$ cat src/sv/cdte_pkg.sv
// ----------------------------------------------------------------------------
// cdte_pkg
// Shared types, constants and the month length table for the calendar date
// to epoch seconds converter.
// ----------------------------------------------------------------------------
package cdte_pkg;

	// The epoch year and the last year that the converter accepts.
	localparam int BASE_YEAR_VALUE = 1970;
	localparam int LAST_YEAR_VALUE = 2105;

	localparam int YEAR_W = 12;
	localparam int DAYS_W = 17;
	localparam int SEC_W  = 32;
	localparam int TOD_W  = 17;

	localparam logic [YEAR_W-1:0] BASE_YEAR = YEAR_W'(BASE_YEAR_VALUE);
	localparam logic [YEAR_W-1:0] LAST_YEAR = YEAR_W'(LAST_YEAR_VALUE);

	// Starting phases of the leap year counters.
	localparam logic [1:0] EPOCH_MOD4   = 2'(BASE_YEAR_VALUE % 4);
	localparam logic [6:0] EPOCH_MOD100 = 7'(BASE_YEAR_VALUE % 100);
	localparam logic [8:0] EPOCH_MOD400 = 9'(BASE_YEAR_VALUE % 400);

	localparam logic [DAYS_W-1:0] SECS_PER_DAY    = DAYS_W'(86400);
	localparam logic [11:0]       SECS_PER_HOUR   = 12'd3600;
	localparam logic [5:0]        SECS_PER_MINUTE = 6'd60;

	// Commands from the controller to the datapath.
	typedef struct packed {
		logic load;
		logic year_step;
		logic month_step;
		logic mul;
		logic sum;
	} cdte_cmd_t;

	// Status from the datapath to the controller.
	typedef struct packed {
		logic invalid;
		logic year_done;
		logic month_done;
	} cdte_status_t;

	// Length of month idx (0 is January) for a common or a leap year.
	function automatic logic [4:0] month_days(input logic leap, input logic [3:0] idx);
		logic [4:0] d;
		unique case (idx)
			4'd1:                      d = leap ? 5'd29 : 5'd28;
			4'd3, 4'd5, 4'd8, 4'd10:   d = 5'd30;
			default:                   d = 5'd31;
		endcase
		return d;
	endfunction

endpackage

$ cat src/sv/cdte_ctrl.sv
// ----------------------------------------------------------------------------
// cdte_ctrl
// Sequencer for the converter: walks the years, then the earlier months,
// then scales and sums, and holds the result until it is taken.
// ----------------------------------------------------------------------------
module cdte_ctrl
	import cdte_pkg::*;
(
	input  logic         clk,
	input  logic         arst_n,
	input  logic         in_valid,
	output logic         in_ready,
	output logic         out_valid,
	input  logic         out_ready,
	input  cdte_status_t status,
	output cdte_cmd_t    cmd
);

	localparam logic [2:0] ST_IDLE   = 3'd0;
	localparam logic [2:0] ST_YEARS  = 3'd1;
	localparam logic [2:0] ST_MONTHS = 3'd2;
	localparam logic [2:0] ST_MUL    = 3'd3;
	localparam logic [2:0] ST_SUM    = 3'd4;
	localparam logic [2:0] ST_DONE   = 3'd5;

	logic [2:0] state_q;
	logic [2:0] state_d;

	assign in_ready  = (state_q == ST_IDLE);
	assign out_valid = (state_q == ST_DONE);

	always_comb begin
		state_d = state_q;
		cmd     = '0;
		unique case (state_q)
			ST_IDLE: begin
				if (in_valid) begin
					cmd.load = 1'b1;
					state_d  = ST_YEARS;
				end
			end
			ST_YEARS: begin
				// An invalid request skips the walk; the sum step forces zero.
				if (status.invalid) begin
					state_d = ST_SUM;
				end else if (status.year_done) begin
					state_d = ST_MONTHS;
				end else begin
					cmd.year_step = 1'b1;
				end
			end
			ST_MONTHS: begin
				if (status.month_done) begin
					state_d = ST_MUL;
				end else begin
					cmd.month_step = 1'b1;
				end
			end
			ST_MUL: begin
				cmd.mul = 1'b1;
				state_d = ST_SUM;
			end
			ST_SUM: begin
				cmd.sum = 1'b1;
				state_d = ST_DONE;
			end
			ST_DONE: begin
				if (out_ready) begin
					state_d = ST_IDLE;
				end
			end
			default: begin
				state_d = ST_IDLE;
			end
		endcase
	end

	always_ff @(posedge clk or negedge arst_n) begin
		if (!arst_n) begin
			state_q <= ST_IDLE;
		end else begin
			state_q <= state_d;
		end
	end

endmodule

$ cat src/sv/cdte_dp.sv
// ----------------------------------------------------------------------------
// cdte_dp
// Datapath: input capture and range check, year and month day accumulator
// with running leap year counters, day scaling and time of day sum.
// ----------------------------------------------------------------------------
module cdte_dp
	import cdte_pkg::*;
(
	input  logic              clk,
	input  logic              arst_n,
	input  cdte_cmd_t         cmd,
	output cdte_status_t      status,
	input  logic [4:0]        hour,
	input  logic [5:0]        minute,
	input  logic [5:0]        second,
	input  logic [4:0]        day_of_month,
	input  logic [3:0]        month,
	input  logic [YEAR_W-1:0] year,
	output logic [SEC_W-1:0]  epoch_seconds,
	output logic              invalid
);

	logic [4:0]        hour_q;
	logic [5:0]        minute_q;
	logic [5:0]        second_q;
	logic [3:0]        month_q;
	logic [YEAR_W-1:0] year_q;
	logic              invalid_q;

	logic [YEAR_W-1:0] y_q;
	logic [1:0]        c4_q;
	logic [6:0]        c100_q;
	logic [8:0]        c400_q;
	logic [3:0]        m_q;
	logic [DAYS_W-1:0] days_q;
	logic [SEC_W-1:0]  day_secs_q;
	logic [TOD_W-1:0]  tod_q;
	logic [SEC_W-1:0]  result_q;
	logic              result_invalid_q;

	logic              in_bad;
	logic              leap;
	logic [SEC_W-1:0]  day_prod;
	logic [TOD_W-1:0]  tod_sum;

	assign in_bad = (hour > 5'd23) || (minute > 6'd59) || (second > 6'd59) ||
	                (day_of_month == 5'd0) || (month == 4'd0) || (month > 4'd12) ||
	                (year < BASE_YEAR) || (year > LAST_YEAR);

	// Leap status of the year the counters currently point at.
	assign leap = (c4_q == 2'd0) && ((c100_q != 7'd0) || (c400_q == 9'd0));

	assign status.invalid    = invalid_q;
	assign status.year_done  = (y_q == year_q);
	assign status.month_done = ((m_q + 4'd1) == month_q);

	assign day_prod = SEC_W'(days_q) * SEC_W'(SECS_PER_DAY);
	assign tod_sum  = TOD_W'(hour_q) * TOD_W'(SECS_PER_HOUR) +
	                  TOD_W'(minute_q) * TOD_W'(SECS_PER_MINUTE) + TOD_W'(second_q);

	always_ff @(posedge clk) begin
		if (cmd.load) begin
			hour_q    <= hour;
			minute_q  <= minute;
			second_q  <= second;
			month_q   <= month;
			year_q    <= year;
			invalid_q <= in_bad;
			y_q       <= BASE_YEAR;
			c4_q      <= EPOCH_MOD4;
			c100_q    <= EPOCH_MOD100;
			c400_q    <= EPOCH_MOD400;
			m_q       <= 4'd0;
			// The days before today seed the accumulator.
			days_q    <= DAYS_W'(day_of_month - 5'd1);
		end
		if (cmd.year_step) begin
			days_q <= days_q + (leap ? DAYS_W'(366) : DAYS_W'(365));
			y_q    <= y_q + YEAR_W'(1);
			c4_q   <= c4_q + 2'd1;
			c100_q <= (c100_q == 7'd99) ? 7'd0 : c100_q + 7'd1;
			c400_q <= (c400_q == 9'd399) ? 9'd0 : c400_q + 9'd1;
		end
		if (cmd.month_step) begin
			days_q <= days_q + DAYS_W'(month_days(leap, m_q));
			m_q    <= m_q + 4'd1;
		end
		if (cmd.mul) begin
			day_secs_q <= day_prod;
			tod_q      <= tod_sum;
		end
	end

	always_ff @(posedge clk or negedge arst_n) begin
		if (!arst_n) begin
			result_q         <= '0;
			result_invalid_q <= 1'b0;
		end else if (cmd.sum) begin
			result_q         <= invalid_q ? '0 : day_secs_q + SEC_W'(tod_q);
			result_invalid_q <= invalid_q;
		end
	end

	assign epoch_seconds = result_q;
	assign invalid       = result_invalid_q;

endmodule

$ cat src/sv/calendar_date_to_epoch_seconds.sv
// The time to a result grows with the year and month of the request: the
// sequencer walks the years serially, then the earlier months, while an
// invalid request skips both walks. One request is in flight at a time; the
// next is taken no earlier than the cycle after the result leaves.
// Reset (arst_n, asynchronous, active low) returns the sequencer to idle.
// ----------------------------------------------------------------------------
// calendar_date_to_epoch_seconds
// Converts a calendar date and time of day into seconds since the epoch.
// ----------------------------------------------------------------------------
module calendar_date_to_epoch_seconds
	import cdte_pkg::*;
(
	input  logic              clk,
	input  logic              arst_n,
	input  logic              in_valid,
	output logic              in_ready,
	input  logic [4:0]        hour,
	input  logic [5:0]        minute,
	input  logic [5:0]        second,
	input  logic [4:0]        day_of_month,
	input  logic [3:0]        month,
	input  logic [YEAR_W-1:0] year,
	output logic              out_valid,
	input  logic              out_ready,
	output logic [SEC_W-1:0]  epoch_seconds,
	output logic              invalid
);

	cdte_cmd_t    cmd;
	cdte_status_t status;

	cdte_ctrl u_ctrl (
		.clk       (clk),
		.arst_n    (arst_n),
		.in_valid  (in_valid),
		.in_ready  (in_ready),
		.out_valid (out_valid),
		.out_ready (out_ready),
		.status    (status),
		.cmd       (cmd)
	);

	cdte_dp u_dp (
		.clk           (clk),
		.arst_n        (arst_n),
		.cmd           (cmd),
		.status        (status),
		.hour          (hour),
		.minute        (minute),
		.second        (second),
		.day_of_month  (day_of_month),
		.month         (month),
		.year          (year),
		.epoch_seconds (epoch_seconds),
		.invalid       (invalid)
	);

`ifndef SYNTHESIS
	a_idle_no_result: assert property (@(posedge clk) disable iff (!arst_n)
		in_ready |-> !out_valid)
		else $error("result shown while idle");

	a_invalid_zero: assert property (@(posedge clk) disable iff (!arst_n)
		(out_valid && invalid) |-> (epoch_seconds == '0))
		else $error("invalid result carries nonzero seconds");

	a_busy_after_accept: assert property (@(posedge clk) disable iff (!arst_n)
		(in_valid && in_ready) |=> !in_ready)
		else $error("second request accepted while busy");
`endif

endmodule

$ cat config.mk
export PLATFORM = sky130hd
export DESIGN_NAME = calendar_date_to_epoch_seconds
export DESIGN_NICKNAME = d
export VERILOG_FILES = /design/src/sv/cdte_pkg.sv /design/src/sv/cdte_ctrl.sv /design/src/sv/cdte_dp.sv /design/src/sv/calendar_date_to_epoch_seconds.sv
export SDC_FILE = /design/constraint.sdc
export NUM_CORES = 1
export LEC_CHECK = 0
export BUFFER_PORTS_ARGS = -buffer_cell sky130_fd_sc_hd__clkbuf_2
export CAP_MARGIN = 30
export CORE_MARGIN = 5
export CORE_UTILIZATION = 40
export DETAILED_ROUTE_END_ITERATION = 12
export GPL_TIMING_DRIVEN = 0
export PLACE_DENSITY = 0.54
export SLEW_MARGIN = 30
export SYNTH_ARGS = -nofsm -noshare
export SYNTH_HDL_FRONTEND = slang
export SYNTH_HIERARCHICAL = 1
export SYNTH_SLANG_ARGS = --single-unit
$ cat constraint.sdc
create_clock -name clk -period 4.3 [get_ports clk]
set_clock_uncertainty 0.15 [all_clocks]
set_input_delay 0.86 -clock clk [delete_from_list [all_inputs] [get_ports clk]]
set_output_delay 0.86 -clock clk [all_outputs]
set_load 0.02 [all_outputs]
* Word level (Yosys, flattened, before mapping)
Cells that the tools add are included.
Widths: inputs -> output; s select.
** Cells by class
- Add/sub/neg operators :: 11
- Multipliers :: 3
- Order comparisons :: 6
- Equality and inequality tests :: 18
- Muxes and demuxes :: 35
- Reductions and logical operators :: 20
** Operator list (count)
- $mux 17 :: 3
- $add 32x17->32 :: 1
- $mux 32 :: 1
- $mux 9 :: 3
- $mul 17x10->25 const B :: 1
- $mux 12 :: 2
- $mux 7 :: 3
- $pmux 3 s6 :: 1
- $add 17x12->17 :: 1
- $add 17x17->17 :: 1
- $add 17x5->17 :: 1
- $add 17x6->17 :: 1
- $mux 3 :: 5
- $mul 5x8->13 const B :: 1
- $add 12x1->12 const B :: 1
- $eq 12x12->1 :: 1
- $gt 12x12->1 const B :: 1
- $gt 6x6->1 const B :: 2
- $lt 12x11->1 const B :: 1
- $mul 6x4->10 const B :: 1
- $mux 1 :: 10
- $pmux 5 s2 :: 1
- $add 9x1->9 const B :: 1
- $eq 9x9->1 const B :: 1
- 33 further kinds :: 48
** Storage, ports and cells
- Bits in registers :: 163
- Bits of input ports :: 42
- Output and inout port bits :: 35
- Word-level logic and storage cells :: 110

* Longest topological paths before layout
- Depth after elaboration :: 8
- Depth in mapped cells :: 19
- Depth with buffers taken out :: 19

* Modules after synthesis
Netlist, hierarchy kept.
** By module, submodules not included
- cdte_dp :: instances 1, cells each 1177, area each 12428.2 µm², sequential area each 4639.4 µm²
- cdte_ctrl :: instances 1, cells each 28, area each 241.5 µm², sequential area each 75.1 µm²

* Worst setup path before layout
OpenSTA, ideal clock, no wires.
- Kind :: reg2reg
- From :: reg u_dp.days_q[7]
- To :: reg u_dp.day_secs_q[28], data pin
- Library setup time :: 0.190 ns
- Arrival :: 4.294 ns
- Data required time :: 3.960 ns
- Path slack :: -0.334 ns
- Cell stages (with the launch flop) :: 15
- Buffers on the path :: 1
- Period minus slack after synthesis :: 4.634 ns
- Cell sequence :: edfxtp_1 > ha_1 > fa_1 > fa_1 > ha_1 > inv_1 > fa_1 > inv_1 > ha_1 > clkbuf_1 > a21o_1 > a21o_1 > a211o_1 > o2111a_1 > a2111oi_2
** On the way
- Cells in the longest elaborated chain, start to end :: 1
** Ends and longest elaborated chain
- start: declaration :: RTL line cdte_dp.sv:35 : logic [DAYS_W-1:0] days_q;
- start signal: assignment :: RTL line cdte_dp.sv:75 : days_q <= DAYS_W'(day_of_month - 5'd1);
- start signal: assignment :: RTL line cdte_dp.sv:78 : days_q <= days_q + (leap ? DAYS_W'(366) : DAYS_W'(365));
- start signal: assignment :: RTL line cdte_dp.sv:85 : days_q <= days_q + DAYS_W'(month_days(leap, m_q));
- $mul 17x10->25 :: RTL line cdte_dp.sv:57 : assign day_prod = SEC_W'(days_q) * SEC_W'(SECS_PER_DAY);
- via u_dp.day_prod[28] :: RTL line cdte_dp.sv:43 : logic [SEC_W-1:0] day_prod;
- end signal: assignment :: RTL line cdte_dp.sv:89 : day_secs_q <= day_prod;
- end: declaration :: RTL line cdte_dp.sv:36 : logic [SEC_W-1:0] day_secs_q;
The timed path passes the listed nets, and every way through them passes these cells.
A chain may end at the register's enable or synchronous reset.

* Worst setup path after layout
- From :: reg u_dp.days_q[3]
- To :: reg u_dp.day_secs_q[28], data pin
The elaborated chain is that of the path after synthesis.

==> metrics.yaml <==
critical_path:
  r2r_end: "u_dp/day_secs_q[28]$_DFFE_PP_"
  worstSetupPathType: "reg2reg"
  endpoint_kind: "register"
  cp_top_family: "adder cells"
  r2r_setup_slack_ps: -230
  r2r-start: "u_dp/days_q[3]$_DFFE_PP_"
  crit_chain: "ha_4 > fa_1 > fa_1 > ha_1 > inv_2 > fa_1 > inv_2 > ha_4 > a21oi_2 > o21ai_2 > nor2b_1 > a211o_1 > o2111a_1 > a2111oi_2"
  reg2reg_depth: 14
  cp-start-kind: "register"
  path_common_cell: "fa_1"
  crit_path_top_delay_cell: "edfxtp_1"
  worstPathMaxFanout: 3
  critPathArrivalTime_ps: 4610
  crit_required_ps: 4380
  startpoint: "u_dp/days_q[3]$_DFFE_PP_"
  critPathBufInv: 2
  max_stage_delay_ps: 510
synth:
  synthCells: 1205
  yosysMostFrequentCell: "ha_1"
  synth_largest_area_cell: "edfxtp_1"
  synthDominantCellAreaShare_pct: 30.1
  synth.lib_cells_used.distinct: 87
  ys_seq_area_share_pct: 37.2
  async_reset_ff_share_pct: 22.1
  synth_edf_count: 127
  avgSynthCellArea_um2: 10.5
  yosys-top-cells-area: "edfxtp_1, ha_1, fa_1"
  yosys_warnings: 6
  ys.flop_type: "edfxtp_1"
  netlist_area_um2: 12700
  ys_top_cells_by_count: "ha_1, inv_1, edfxtp_1"
  syn_nets: 1456
  ys_seq_elements: 163
detailed_routing:
  wl_per_cell_um: 16.1
  drc_errors: 0
  postRouteAntennaNets: 0
  vias: 9219
  drt_wl_total_mm: 28.3
  drt_iter0_drc: 416
  drt-pass1-iter-count: 5
  vias_per_cell: 5.24
finish:
  fin_cells: 1761
  fillers: 2911
  syn2layout_area_growth_pct: 19.0
  drive_gt1_share_pct: 20.0
  diodes: 0
  num-nets-final: 1597
sta:
  slew_headroom_pct: 39.5
  setup_ws_ps: -228
  slew_violations: 0
  fmax_ghz: 0.221
  finalWorstPathRequiredPeriod_ps: 4530
  rsz0062_at_grt: "true"
  fin_crit_sh_pct: 105
  hold_viol: 0
  setup_viol: 10
  worst_pin_slew_ps: 907
grt:
  grt_max_degree: 43
  track_usage_pct: 15.8
  grt_pass1_vias: 9001
  grt_pass1_wl_mm: 45.9
  antenna_found_initial: 1
  grt_overflow: 0
clocking:
  cts_max_path_buffers: 2
  numCtsBuffers: 17
  htree_levels: 4
  clk_latency_ps: 450
  cts.sinks: 163
  cts_tree: "built"
  cts.clk_slew.worst_paths_ps: 60
  clock-root-buffer: "clkbuf_16"
run:
  cap_viol_max_count: 0
placement:
  port_buffers: 76
  dpl.cell_count: 1684
  hpwl_mm: 21.1
  gp_congestion: 0.819
die:
  coreArea_um2: 31400
  die_h_um: 188
  rows: 65
  io_pins: 77
  die_x_um: 188
  dieArea_um2: 35300
  initial_core_util_pct: 40.4
hold_path:
  min_path_type: "in2async"
run_status:
  status: "finished, violations left"
  violations: "negative setup slack"
## area by class of cell
type / instances / area (µm²) / area share, %
Tap cell: 402 / 503 / 3.34
Timing Repair Buffer: 126 / 778 / 5.16
Inverter: 155 / 582 / 3.86
Sequential cell: 163 / 4710 / 31.3
Buffer: 34 / 165 / 1.10
Multi-Input combinational cell: 849 / 7760 / 51.5
Clock inverter: 15 / 150 / 0.996
Clock buffer: 17 / 425 / 2.82
## worst reg2reg max path: stages (launching register included)
cell and delay [ps]:
edfxtp_1 510, ha_4 290, fa_1 500, fa_1 410, ha_1 300, inv_2 40
fa_1 510, inv_2 50, ha_4 250, a21oi_2 150, o21ai_2 90, nor2b_1 140
a211o_1 310, o2111a_1 270, a2111oi_2 350
## repair_timing
action | CTS | global route
pin swaps | 38 | 25
gates resized for setup | 28 | 58
setup endpoints to repair | 17 | 17
hold buffers | 0 | 0
setup buffers | 32 | 17
## stage by stage
step | util (%) | hold slack [ps] | setup WS, ps | area [µm²] | TNS [ps]
5_1_grt | 48.0 | 287 | -441 | 15100 | -3330
6_report | 48.0 | 270 | -228 | 15100 | -1330
3_3_place_gp | 43.6 | 252 | -488 | 13700 | -3770
4_1_cts | 46.6 | 272 | -203 | 14600 | -960
3_5_place_dp | 43.7 | 255 | -469 | 13700 | -4020
2_1_floorplan | - | 250 | -149 | 12800 | -225
## per-layer routing
metal / GRT usage [%] / routed length, µm / vias to the layer above
met2: 25.6 / 13300 / 156
met1: 22.0 / 13500 / 4432
met3: 2.92 / 1080 / 27
li1: - / - / 4602
met5: 0 / 13 / -
met4: 4.09 / 384 / 2
## cells in the final DEF (no fill, tap or decap), types with 36 or more instances in the layout
cell	synthesis	final
clkbuf_2	0	75
dfrtp_1	36	36
buf_4	2	49
edfxtp_1	127	127
ha_1	158	137
inv_1	154	146
o21ai_0	42	38
a21oi_1	52	39
nor2_1	58	53
xnor2_1	79	77
fa_1	51	50
nand2_1	54	52
## state kept, by name, summed over array words and instances (netlist names)
signal,cells
u_dp/tod_q,17
u_dp/minute_q,6
u_dp/c4_q,2
u_dp/invalid,1
u_dp/hour_q,5
u_dp/y_q,12
u_ctrl/state_q,3
u_dp/days_q,17
u_dp/m_q,4
u_dp/epoch_seconds,32
u_dp/second_q,6
u_dp/c100_q,7
u_dp/year_q,12
u_dp/invalid_q,1
u_dp/month_q,4
u_dp/day_secs_q,25
u_dp/c400_q,9
## worst max path at each step
stage | to | cells after the start | slack (ps)
final | u_dp/day_secs_q[28]$_DFFE_PP_ | 14 | -230
after global routing | u_dp/tod_q[13]$_DFFE_PP_ | 18 | -440
after CTS | u_dp/day_secs_q[28]$_DFFE_PP_ | 14 | -200
after detailed placement | u_dp/day_secs_q[28]$_DFFE_PP_ | 14 | -470
after global placement | u_dp/day_secs_q[28]$_DFFE_PP_ | 14 | -490
after floorplan | u_dp/day_secs_q[28]$_DFFE_PP_ | 14 | -150
## cell families (layout without fill, tap and decap cells)
group	after synthesis	after routing	synth area share, %
simple gates	286	286	11.9
flops	163	163	37.2
buf+inv	193	347	5.89
fa+ha+maj	209	209	23.7
xor+xnor	104	104	7.19
mux	10	10	0.820
compound gates	240	240	13.3
Power is left out: the tool's default activity adds up to more than one toggle a clock period on the data nets, which glitch-free logic cannot reach.
